### src/rtl/m4vt_pkg.sv
package m4vt_pkg;

  localparam int unsigned NumRegs  = 8;
  localparam int unsigned CfgIdxW  = $clog2(NumRegs);
  localparam int unsigned CfgDataW = 64;
  localparam int unsigned QW       = 32;
  localparam int unsigned ProdW    = 2 * QW;
  localparam int unsigned FracW    = 16;
  localparam int unsigned NumLanes = 4;

  localparam logic [QW-1:0] OneQ16 = 32'h0001_0000;
  localparam logic [QW-1:0] QMax   = 32'h7fff_ffff;
  localparam logic [QW-1:0] QMin   = 32'h8000_0000;

  localparam logic [CfgIdxW-1:0] RegR0C01 = 3'd0;
  localparam logic [CfgIdxW-1:0] RegR0C23 = 3'd1;
  localparam logic [CfgIdxW-1:0] RegR1C01 = 3'd2;
  localparam logic [CfgIdxW-1:0] RegR1C23 = 3'd3;
  localparam logic [CfgIdxW-1:0] RegR2C01 = 3'd4;
  localparam logic [CfgIdxW-1:0] RegR2C23 = 3'd5;
  localparam logic [CfgIdxW-1:0] RegR3C01 = 3'd6;
  localparam logic [CfgIdxW-1:0] RegR3C23 = 3'd7;

  localparam logic [CfgDataW-1:0] DiagLow  = {32'h0, OneQ16};
  localparam logic [CfgDataW-1:0] DiagHigh = {OneQ16, 32'h0};

  typedef logic [QW-1:0] q16_t;
  typedef q16_t [NumLanes-1:0] vec4_t;

  typedef struct packed {
    logic               mode;
    logic signed [31:0] in_x;
    logic signed [31:0] in_y;
    logic signed [31:0] in_z;
    logic signed [31:0] in_w;
  } in_item_t;

  typedef struct packed {
    logic signed [31:0] out_x;
    logic signed [31:0] out_y;
    logic signed [31:0] out_z;
    logic signed [31:0] out_w;
    logic               overflow;
  } out_item_t;

  typedef struct packed {
    q16_t value;
    logic ovf;
  } lane_res_t;

endpackage

### src/rtl/m4vt_merge.sv
module m4vt_merge
  import m4vt_pkg::*;
(
  input  logic      clk_i,
  input  logic      rst_ni,
  input  logic      valid_i,
  input  logic      mode_i,
  input  lane_res_t lane_i [NumLanes],
  output logic      valid_o,
  output out_item_t res_o
);

  logic      valid_q;
  out_item_t res_d, res_q;

  // point mode drops the w row entirely
  always_comb begin
    res_d.out_x    = lane_i[0].value;
    res_d.out_y    = lane_i[1].value;
    res_d.out_z    = lane_i[2].value;
    res_d.out_w    = mode_i ? '0 : lane_i[3].value;
    res_d.overflow = lane_i[0].ovf | lane_i[1].ovf | lane_i[2].ovf
                   | (lane_i[3].ovf & ~mode_i);
  end

  always_ff @(posedge clk_i or negedge rst_ni) begin
    if (!rst_ni) begin
      valid_q <= 1'b0;
    end else begin
      valid_q <= valid_i;
    end
  end

  always_ff @(posedge clk_i) begin
    if (valid_i) begin
      res_q <= res_d;
    end
  end

  assign valid_o = valid_q;
  assign res_o   = res_q;

endmodule

### config.mk
export PLATFORM = sky130hd
export DESIGN_NAME = m4vt_merge
export DESIGN_NICKNAME = d
export VERILOG_FILES = /design/src/rtl/m4vt_pkg.sv /design/src/rtl/m4vt_merge.sv
export SDC_FILE = /design/constraint.sdc
export NUM_CORES = 1
export LEC_CHECK = 0
export ABC_AREA = 1
export BUFFER_PORTS_ARGS = -buffer_cell sky130_fd_sc_hd__buf_2
export CAP_MARGIN = 20
export CORE_ASPECT_RATIO = 1.5
export CORE_MARGIN = 3
export CORE_UTILIZATION = 40
export DETAILED_ROUTE_END_ITERATION = 6
export PLACE_DENSITY_LB_ADDON = 0.25
export RECOVER_POWER = 25
export SLEW_MARGIN = 20
export SYNTH_ARGS = -nofsm -noshare
export SYNTH_HDL_FRONTEND = slang
export SYNTH_SLANG_ARGS = --single-unit
### constraint.sdc
create_clock -name clk_i -period 0.8 [get_ports clk_i]
set_input_delay 0.16 -clock clk_i [delete_from_list [all_inputs] [get_ports clk_i]]
set_output_delay 0.16 -clock clk_i [all_outputs]
set_load 0.02 [all_outputs]
==> impl_metrics.env, run 1 <==
export IMPL_status="complete, but fails checks"
export IMPL_violations="setup timing"
export IMPL_critPathCaptureType="primary output"
export IMPL_initial_core_util_pct=41.30
export IMPL_drt_iter0_drc=138
export IMPL_drtAntennaViolNets=0
export IMPL_worstMarginPinSlew_ns=0.6423
export IMPL_grt_overflow=0
export IMPL_areaGrowthSynthToFinish_pct=88.76
export IMPL_core_area_mm2=0.01019
export IMPL_synth_seq_area_share_pct=92.63
export IMPL_synth_seq_cells=130
export IMPL_synthSimpleGateAreaFrac_pct=3.270
export IMPL_dp_final_hpwl_mm=7.630
export IMPL_syn_avg_cell_area_um2=20.73
export IMPL_drv_slew=0
export IMPL_antenna_found_initial=1
export IMPL_synthMuxAreaShare_pct=0
export IMPL_dr_pass1_iters=6
export IMPL_port_buffers=265
export IMPL_whs_endpoint="res_o[0]$_DFFE_PP_"
export IMPL_relSlewSlack_pct=57.18
export IMPL_clkSinkCount=130
export IMPL_fin_crit_ns=1.140
export IMPL_required_ns=0.64
export IMPL_syn_inst=203
export IMPL_finalCritPeriodShare_pct=142.5
export IMPL_grt_pass1_vias=3520
export IMPL_crit_family="flip-flops"
export IMPL_clk_pin_slew_ns=0.06
export IMPL_synth_compound_area_share_pct=0
export IMPL_max_freq_mhz=877.0
export IMPL_start_kind="flip-flop"
export IMPL_critPathSlowestCell="edfxtp_1"
export IMPL_stdcell_count=744
export IMPL_maxCapViolCount=0
export IMPL_gp_congestion=0.7749
export IMPL_critical_path_max_stage_delay_ns=0.42
export IMPL_leakage_nw=3.511
export IMPL_grt_pass1_wl_mm=18.65
export IMPL_yosys_warnings=0
export IMPL_die_y_um=131.6
export IMPL_core_rowCount=45
export IMPL_die_area_mm2=0.01181
export IMPL_min_from="lane_i[33]"
export IMPL_crit_arrival_ns=0.98
export IMPL_power_internal_mw=14.63
export IMPL_setup_ws_ns=-0.3403
export IMPL_min_path_cells=3
export IMPL_fin_util_pct=77.96
export IMPL_tritoncts="built"
export IMPL_numCtsBuffers=17
export IMPL_synth_xor_area_share_pct=0
export IMPL_nNetsFinal=725
export IMPL_cp_cell_sequence="buf_6"
export IMPL_switching_share_pct=22.45
export IMPL_num_vias=3203
export IMPL_syn_nets=339
export IMPL_rsz0062_at_grt="yes"
export IMPL_p_comb_share_pct=14.3
export IMPL_wire_per_inst_um=17.44
export IMPL_htree_levels=4
export IMPL_grt_max_degree=35
export IMPL_crit_fanout=1
export IMPL_grt_use_total_pct=21.19
export IMPL_hold_class="primary input to flip-flop"
export IMPL_remaining_drc_errors=0
export IMPL_clkPwrFrac_pct=41.5
export IMPL_cts_post_setup_buffers_inserted=0
export IMPL_netlist_area_mm2=0.004209
export IMPL_drt_total_wl_mm=12.97
export IMPL_dp_cells=614
export IMPL_fin_tns_setup_ns=-43.76
export IMPL_clk_path_buf_depth=2
export IMPL_crit_type="flip-flop to primary output"
export IMPL_power_frac_seq_pct=44.2
export IMPL_hold_viol=0
export IMPL_synthAdderAreaFrac_pct=0
export IMPL_synth_top_family_by_area="buffers and inverters"
export IMPL_cts_root_buf="clkbuf_16"
export IMPL_setup_violations=258
export IMPL_drive_above_1_share_pct=50.17
export IMPL_irDropWorstVdd_mv=1.883
export IMPL_viasPerCell=4.305
export IMPL_worst_path_buf_inv=1
export IMPL_synth_distinct_cells=8
export IMPL_p_sw_mw=4.235
export IMPL_p_per_area_mw_per_mm2=2374
export IMPL_die_w_um=89.76
export IMPL_io_pins=266
kinds of logic after synthesis:
group	count (synthesis)
and+or+nand+nor	35
DFF	130
buffers and inverters	38
sequential cells by signal, summed over array words and instances, names as in the netlist:
signal,count
res_o,129
valid_o,1
cell type report:
type | count | area, µm²
clock inverters | 9 | 130.1
clock buffers | 23 | 478.0
flip-flops and latches | 130 | 3899
well taps | 141 | 176.4
repair buffers | 371 | 2994
diodes | 1 | 2.502
multi-input cells | 35 | 137.6
fillers | 571 | 2246
inverters | 34 | 127.6
routing by layer:
| metal | part of all wire, % | up-vias | track usage, % |
|---|---|---|---|
| li1 | - | 1490 | - |
| met3 | 6.9 | 35 | 7.904 |
| met4 | 3.9 | 0 | 11.34 |
| met2 | 56 | 174 | 37.81 |
| met5 | 0 | - | 0 |
| met1 | 33 | 1504 | 21.15 |
how the worst max path moves through the flow:
stage                             start  depth (start not counted)  slack, ns                      end
finish              res_o[49]$_DFFE_PP_                          1      -0.34                res_o[49]
global route        res_o[49]$_DFFE_PP_                          1      -0.38                res_o[49]
CTS                 res_o[96]$_DFFE_PP_                          1      -0.35                res_o[96]
detailed placement              valid_i                          2      -0.11      res_o[61]$_DFFE_PP_
global placement                valid_i                          2      -0.11     res_o[105]$_DFFE_PP_
floorplan                        mode_i                          3       0.13  res_o[28]$_SDFFCE_PP0P_
cell usage after synthesis:
| master | n | area (µm²) |
|---|---|---|
| nand2_1 | 1 | 3.750 |
| dfrtp_1 | 1 | 25.02 |
| nor2_1 | 31 | 116.4 |
| nand3_1 | 1 | 5.000 |
| edfxtp_1 | 129 | 3874 |
| nor2_2 | 2 | 12.51 |
| inv_1 | 34 | 127.6 |
| buf_6 | 4 | 45.04 |
what timing repair did:
item                                    in CTS  in global routing
hold buffers                                97                  0
resized for setup                           96                 94
endpoints found under the setup margin     130                130
endpoints found under the hold margin       97                  0
pin swaps                                    0                  0
placed cells by master (no fill, tap or decap), drive strengths merged:
cell type,instances
buf,270
bufinv,3
clkbuf,26
clkinv,2
clkinvlp,4
dfrtp,1
diode,1
dlygate4sd3,97
dlymetal6s2s,1
edfxtp,129
inv,34
nand2,1
nand3,1
nor2,33
metrics by stage:
stage	setup slack (ns)	instance area [µm²]	total power, mW	hold slack [ns]
after floorplan	0.1300	4209	9.184	-0.1356
after global placement	-0.1062	5799	10.19	-0.06209
after detailed placement	-0.1057	5799	10.22	-0.06069
after CTS	-0.3541	7679	18.66	0.002601
after global routing	-0.3790	7945	19.51	0.02842
final	-0.3403	7945	18.86	0.02404
power by group through the flow:
stage	combinational (mW)	clock, mW	sequential [mW]
4_1_cts	2.47	7.92	8.27
2_1_floorplan	0.106	0	9.08
3_3_place_gp	1.86	0	8.34
3_5_place_dp	1.87	0	8.34
5_1_grt	2.83	8.30	8.39
6_report	2.69	7.83	8.35
Note: power is estimated with default switching activity, not from simulation.
==> run 2, diff against run 1 <==
- GPL_TIMING_DRIVEN: not set -> 0
- PLACE_DENSITY: not set -> 0.74
- PLACE_DENSITY_LB_ADDON: 0.25 -> not set
==> impl_metrics.env, run 2 (synthesis gave the netlist of run 1 again) <==
export IMPL_status="complete, but fails checks"
export IMPL_violations="setup timing"
export IMPL_critical_path_max_stage_delay_ns=0.44
export IMPL_io_pins=266
export IMPL_clkSinkCount=130
export IMPL_gp_congestion=0.7007
export IMPL_initial_core_util_pct=41.30
export IMPL_antenna_found_initial=0
export IMPL_maxCapViolCount=0
export IMPL_hold_viol=0
export IMPL_layout_common_cells="buf_2 (158), edfxtp_1 (129), buf_6 (105), dlygate4sd3_1 (97), inv_1 (34)"
export IMPL_cp_cell_sequence="buf_6"
export IMPL_remaining_drc_errors=0
export IMPL_max_freq_mhz=851.1
export IMPL_die_area_mm2=0.01181
export IMPL_diodes=0
export IMPL_core_area_mm2=0.01019
export IMPL_setup_ws_ns=-0.3749
export IMPL_rsz0062_at_grt="yes"
export IMPL_irDropWorstVdd_mv=1.813
export IMPL_leakage_nw=3.550
export IMPL_dp_final_hpwl_mm=7.328
export IMPL_drt_iter0_drc=97
export IMPL_cts_root_buf="clkbuf_16"
export IMPL_worstMarginPinSlew_ns=0.5978
export IMPL_htree_levels=4
export IMPL_clk_path_buf_depth=2
export IMPL_grt_overflow=0
export IMPL_crit_fanout=1
export IMPL_setup_violations=198
export IMPL_num_vias=3214
export IMPL_clk_pin_slew_ns=0.06
export IMPL_die_y_um=131.6
export IMPL_grt_max_degree=71
export IMPL_drtAntennaViolNets=0
export IMPL_grt_pass1_wl_mm=18.69
export IMPL_place_ws_ns=-0.5672
export IMPL_final_common_cell="buf_2"
export IMPL_relSlewSlack_pct=60.15
export IMPL_core_rowCount=45
export IMPL_critPathCaptureType="primary output"
export IMPL_p_per_area_mw_per_mm2=2494
export IMPL_port_buffers=264
export IMPL_hold_class="primary input to flip-flop"
export IMPL_drt_total_wl_mm=13.33
export IMPL_fill_cells=547
export IMPL_grt_use_total_pct=21.00
export IMPL_viasPerCell=4.349
export IMPL_wire_per_inst_um=18.04
export IMPL_drive_above_1_share_pct=49.83
export IMPL_grt_pass1_vias=3410
export IMPL_drv_slew=0
export IMPL_numCtsBuffers=17
export IMPL_required_ns=0.64
export IMPL_power_mw=20.07
export IMPL_worst_path_buf_inv=1
export IMPL_die_w_um=89.76
export IMPL_dr_pass1_iters=4
export IMPL_areaGrowthSynthToFinish_pct=91.14
export IMPL_crit_arrival_ns=1.01
export IMPL_crit_type="flip-flop to primary output"
export IMPL_finalCritPeriodShare_pct=146.9
export IMPL_start_kind="flip-flop"
export IMPL_fin_crit_ns=1.175
export IMPL_crit_family="flip-flops"
export IMPL_nNetsFinal=721
export IMPL_largest_reg_flops=129
export IMPL_critPathSlowestCell="edfxtp_1"
export IMPL_tritoncts="built"
## run 2: changes by cell type in the layout (fill, tap and decap cells not counted), sizes merged
cell,before,now
buf,270,264
bufinv,3,7
clkbuf,26,24
clkinv,2,6
clkinvlp,4,0
diode,1,0
dlymetal6s2s,1,0
inv,34,35
## run 2: final cells by class
type	instances	area, µm²	share of cell area, %
plain buffers	4	16.27	0.2022
clock buffers	18	429.2	5.334
clock inverters	14	259.0	3.219
inverters	34	127.6	1.586
multi-input cells	35	137.6	1.711
flip-flops and latches	130	3899	48.46
well taps	141	176.4	2.193
repair buffers	363	3000	37.29
## run 2: power by group
| group | internal [mW] | switching, mW |
|---|---|---|
| clock network | 6.16 | 2.83 |
| logic | 1.41 | 1.32 |
| registers | 8.11 | 0.244 |
| total | 15.7 | 4.39 |
## run 2: path summary, 6_finish.rpt
kind                                startpoint                 end  slack, ns  cells past startpoint
hold / removal                      lane_i[33]  res_o[0]$_DFFE_PP_       0.03                      3
min in group asynchronous               rst_ni   valid_o$_DFF_PN0_       0.08                      2
setup / recovery           res_o[37]$_DFFE_PP_           res_o[37]      -0.37                      1
max in group asynchronous               rst_ni   valid_o$_DFF_PN0_       0.61                      2
## run 2: metal layers
metal	track usage [%]	part of all wire, %
met3	6.300	6.8
met2	38.78	57
met1	20.85	32
met5	0	0
met4	11.08	4.3
## run 2: repair_timing
item                                    CTS  global route
hold buffers                             97             0
endpoints found under the setup margin  199           132
buffers inserted                          0             0
gates cloned                              0             1
endpoints found under the hold margin    97             0
resized for setup                        90           121
## run 2: through the flow
| stage | utilization, % | setup TNS [ns] | std cells | hold WS [ns] | cell area (µm²) |
|---|---|---|---|---|---|
| 2_1_floorplan | - | 0 | 203 | -0.1356 | 4209 |
| 3_3_place_gp | 56.00 | -228.88 | 608 | -0.06235 | 5707 |
| 3_5_place_dp | 56.33 | -51.28 | 609 | -0.05819 | 5741 |
| 4_1_cts | 75.40 | -39.53 | 738 | 0.01316 | 7684 |
| 5_1_grt | 78.94 | -50.65 | 739 | 0.02388 | 8045 |
| 6_report | 78.94 | -41.76 | 739 | 0.02963 | 8045 |
==> run 3, diff against run 2 <==
- ABC_AREA: 1 -> not set
==> impl_metrics.env, run 3 <==
export IMPL_hold_class="primary input to flip-flop"
export IMPL_setup_ws_ns=-0.3507
export IMPL_status="complete, but fails checks"
export IMPL_grt_pass1_wl_mm=17.48
export IMPL_areaGrowthSynthToFinish_pct=91.68
export IMPL_synth_seq_cells=130
export IMPL_dr_pass1_iters=5
export IMPL_synthArstFlopShare_pct=0.7692
export IMPL_synth_seq_area_share_pct=94.28
export IMPL_critPathCaptureType="primary output"
export IMPL_core_area_mm2=0.009910
export IMPL_synth_edf_count=129
export IMPL_fin_tns_setup_ns=-43.55
export IMPL_cp_cell_sequence="buf_6"
export IMPL_antenna_found_initial=0
export IMPL_yosys_warnings=0
export IMPL_crit_type="flip-flop to primary output"
export IMPL_viasPerCell=4.612
export IMPL_syn_nets=304
export IMPL_rsz0062_at_grt="yes"
export IMPL_drt_total_wl_mm=13.65
export IMPL_synthFlopType="edfxtp_1"
export IMPL_nNetsFinal=687
export IMPL_synth_top_cell_area_share_pct=93.68
export IMPL_crit_family="flip-flops"
export IMPL_synth_most_common_cell="edfxtp_1"
export IMPL_drive_above_1_share_pct=52.40
export IMPL_port_buffers=265
export IMPL_dp_final_hpwl_mm=7.273
export IMPL_grt_pass1_vias=3271
export IMPL_grt_max_degree=71
export IMPL_critPathSlowestCell="edfxtp_1"
export IMPL_clk_pin_slew_ns=0.06
export IMPL_htree_levels=4
export IMPL_drt_iter0_drc=150
export IMPL_die_y_um=130.5
export IMPL_min_path_cells=2
export IMPL_layout_common_cells="buf_2 (153), edfxtp_1 (129), buf_6 (111), dlygate4sd3_1 (97), nor2b_1 (32)"
export IMPL_crit_fanout=1
export IMPL_tritoncts="built"
export IMPL_drtAntennaViolNets=0
export IMPL_irDropWorstVdd_mv=1.858
export IMPL_die_area_mm2=0.01162
export IMPL_numCtsBuffers=17
export IMPL_finalCritPeriodShare_pct=143.8
export IMPL_syn_inst=168
export IMPL_maxCapViolCount=0
export IMPL_worstMarginPinSlew_ns=0.5915
export IMPL_fin_crit_ns=1.151
export IMPL_setup_violations=199
export IMPL_violations="setup timing"
export IMPL_diodes=0
export IMPL_worst_path_buf_inv=1
export IMPL_p_per_area_mw_per_mm2=2413
export IMPL_clk_path_buf_depth=2
export IMPL_synth_distinct_cells=7
export IMPL_largest_reg_flops=129
export IMPL_final_common_cell="buf_2"
export IMPL_fin_util_pct=79.99
export IMPL_dp_cells=549
export IMPL_crit_arrival_ns=0.99
export IMPL_remaining_drc_errors=0
export IMPL_num_vias=3127
export IMPL_netlist_area_mm2=0.004135
export IMPL_core_rowCount=44
export IMPL_stdcell_count=678
export IMPL_min_from="lane_i[19]"
export IMPL_io_pins=266
export IMPL_grt_use_total_pct=21.36
export IMPL_die_w_um=89.02
export IMPL_hold_viol=0
export IMPL_wire_per_inst_um=20.13
export IMPL_syn_avg_cell_area_um2=24.61
export IMPL_max_freq_mhz=869.0
export IMPL_leakage_nw=3.344
export IMPL_cts_root_buf="clkbuf_16"
export IMPL_synth_area_leaders="edfxtp_1 (94%), nor2b_1 (4.8%), dfrtp_1 (0.61%)"
export IMPL_initial_core_util_pct=41.73
export IMPL_critical_path_max_stage_delay_ns=0.42
export IMPL_place_ws_ns=-0.5655
export IMPL_start_kind="flip-flop"
export IMPL_clkSinkCount=130
export IMPL_yosysTopAreaCell="edfxtp_1"
export IMPL_whs_endpoint="res_o[19]$_SDFFCE_PP0P_"
export IMPL_gp_congestion=0.6918
export IMPL_power_mw=19.12
export IMPL_relSlewSlack_pct=60.56
export IMPL_drv_slew=0
export IMPL_required_ns=0.64
export IMPL_fill_cells=505
export IMPL_grt_overflow=0
export IMPL_ys_top_cells_by_count="edfxtp_1 (129), nor2b_1 (32), buf_4 (3)"
[run 3: cell count changes after synthesis, moves of 2 or more]
| cell | previous run | this run |
|---|---|---|
| buf_4 | 0 | 3 |
| buf_6 | 4 | 0 |
| inv_1 | 34 | 1 |
| nor2_1 | 31 | 0 |
| nor2_2 | 2 | 0 |
| nor2b_1 | 0 | 32 |
[run 3: metal layers]
layer  wire length (µm)  global-route usage (%)
met5                  0                       0
met4                399                   8.501
met3               1156                   7.654
met2               7990                   40.29
met1               4098                   20.49
[run 3: timing repair]
action                                 4_1_cts  5_1_grt
gates cloned                                 0        1
buffers inserted                             0        0
pin swaps                                    0        0
endpoints found under the hold margin       97        0
resized for setup                           94      129
setup endpoints to repair                  199      131
hold buffers                                97        0
[run 3: cells by family after synthesis]
family	count (synthesis)	share of synthesized area (%)
compound gates	1	0.1209
simple gates	33	4.962
flops	130	94.28
buf+inv	4	0.6353
[run 3: where the power goes]
part           switching (mW)  internal [mW]
Sequential              0.263           8.11
Clock                    2.81           5.20
Combinational            1.30           1.44
Total                    4.37           14.7
[run 3: metrics by stage]
stage	hold WS (ns)	instance area, µm²
after floorplan	-0.1356	4135
after global placement	-0.06294	5605
after detailed placement	-0.06355	5639
after CTS	0.02528	7522
after global routing	0.04523	7926
final	0.03488	7926
[run 3: worst max path at each step]
stage	start	to	slack, ns	cells after the start
floorplan	lane_i[66]	res_o[0]$_DFFE_PP_	0.16	2
global placement	valid_i	res_o[102]$_DFFE_PP_	-1.73	1
detailed placement	valid_i	res_o[116]$_DFFE_PP_	-0.57	2
CTS	res_o[13]$_SDFFCE_PP0P_	res_o[13]	-0.36	1
global route	res_o[50]$_DFFE_PP_	res_o[50]	-0.38	1
finish	res_o[22]$_SDFFCE_PP0P_	res_o[22]	-0.35	1
[run 3: area by class of cell]
type	count	area (µm²)	area share, %
clock inverters	13	186.4	2.352
clock buffers	18	429.2	5.414
inverters	1	3.754	0.04736
multi-input cells	34	210.2	2.652
repair buffers	364	3043	38.39
well taps	115	143.9	1.815
plain buffers	3	11.26	0.1421
flip-flops and latches	130	3899	49.19
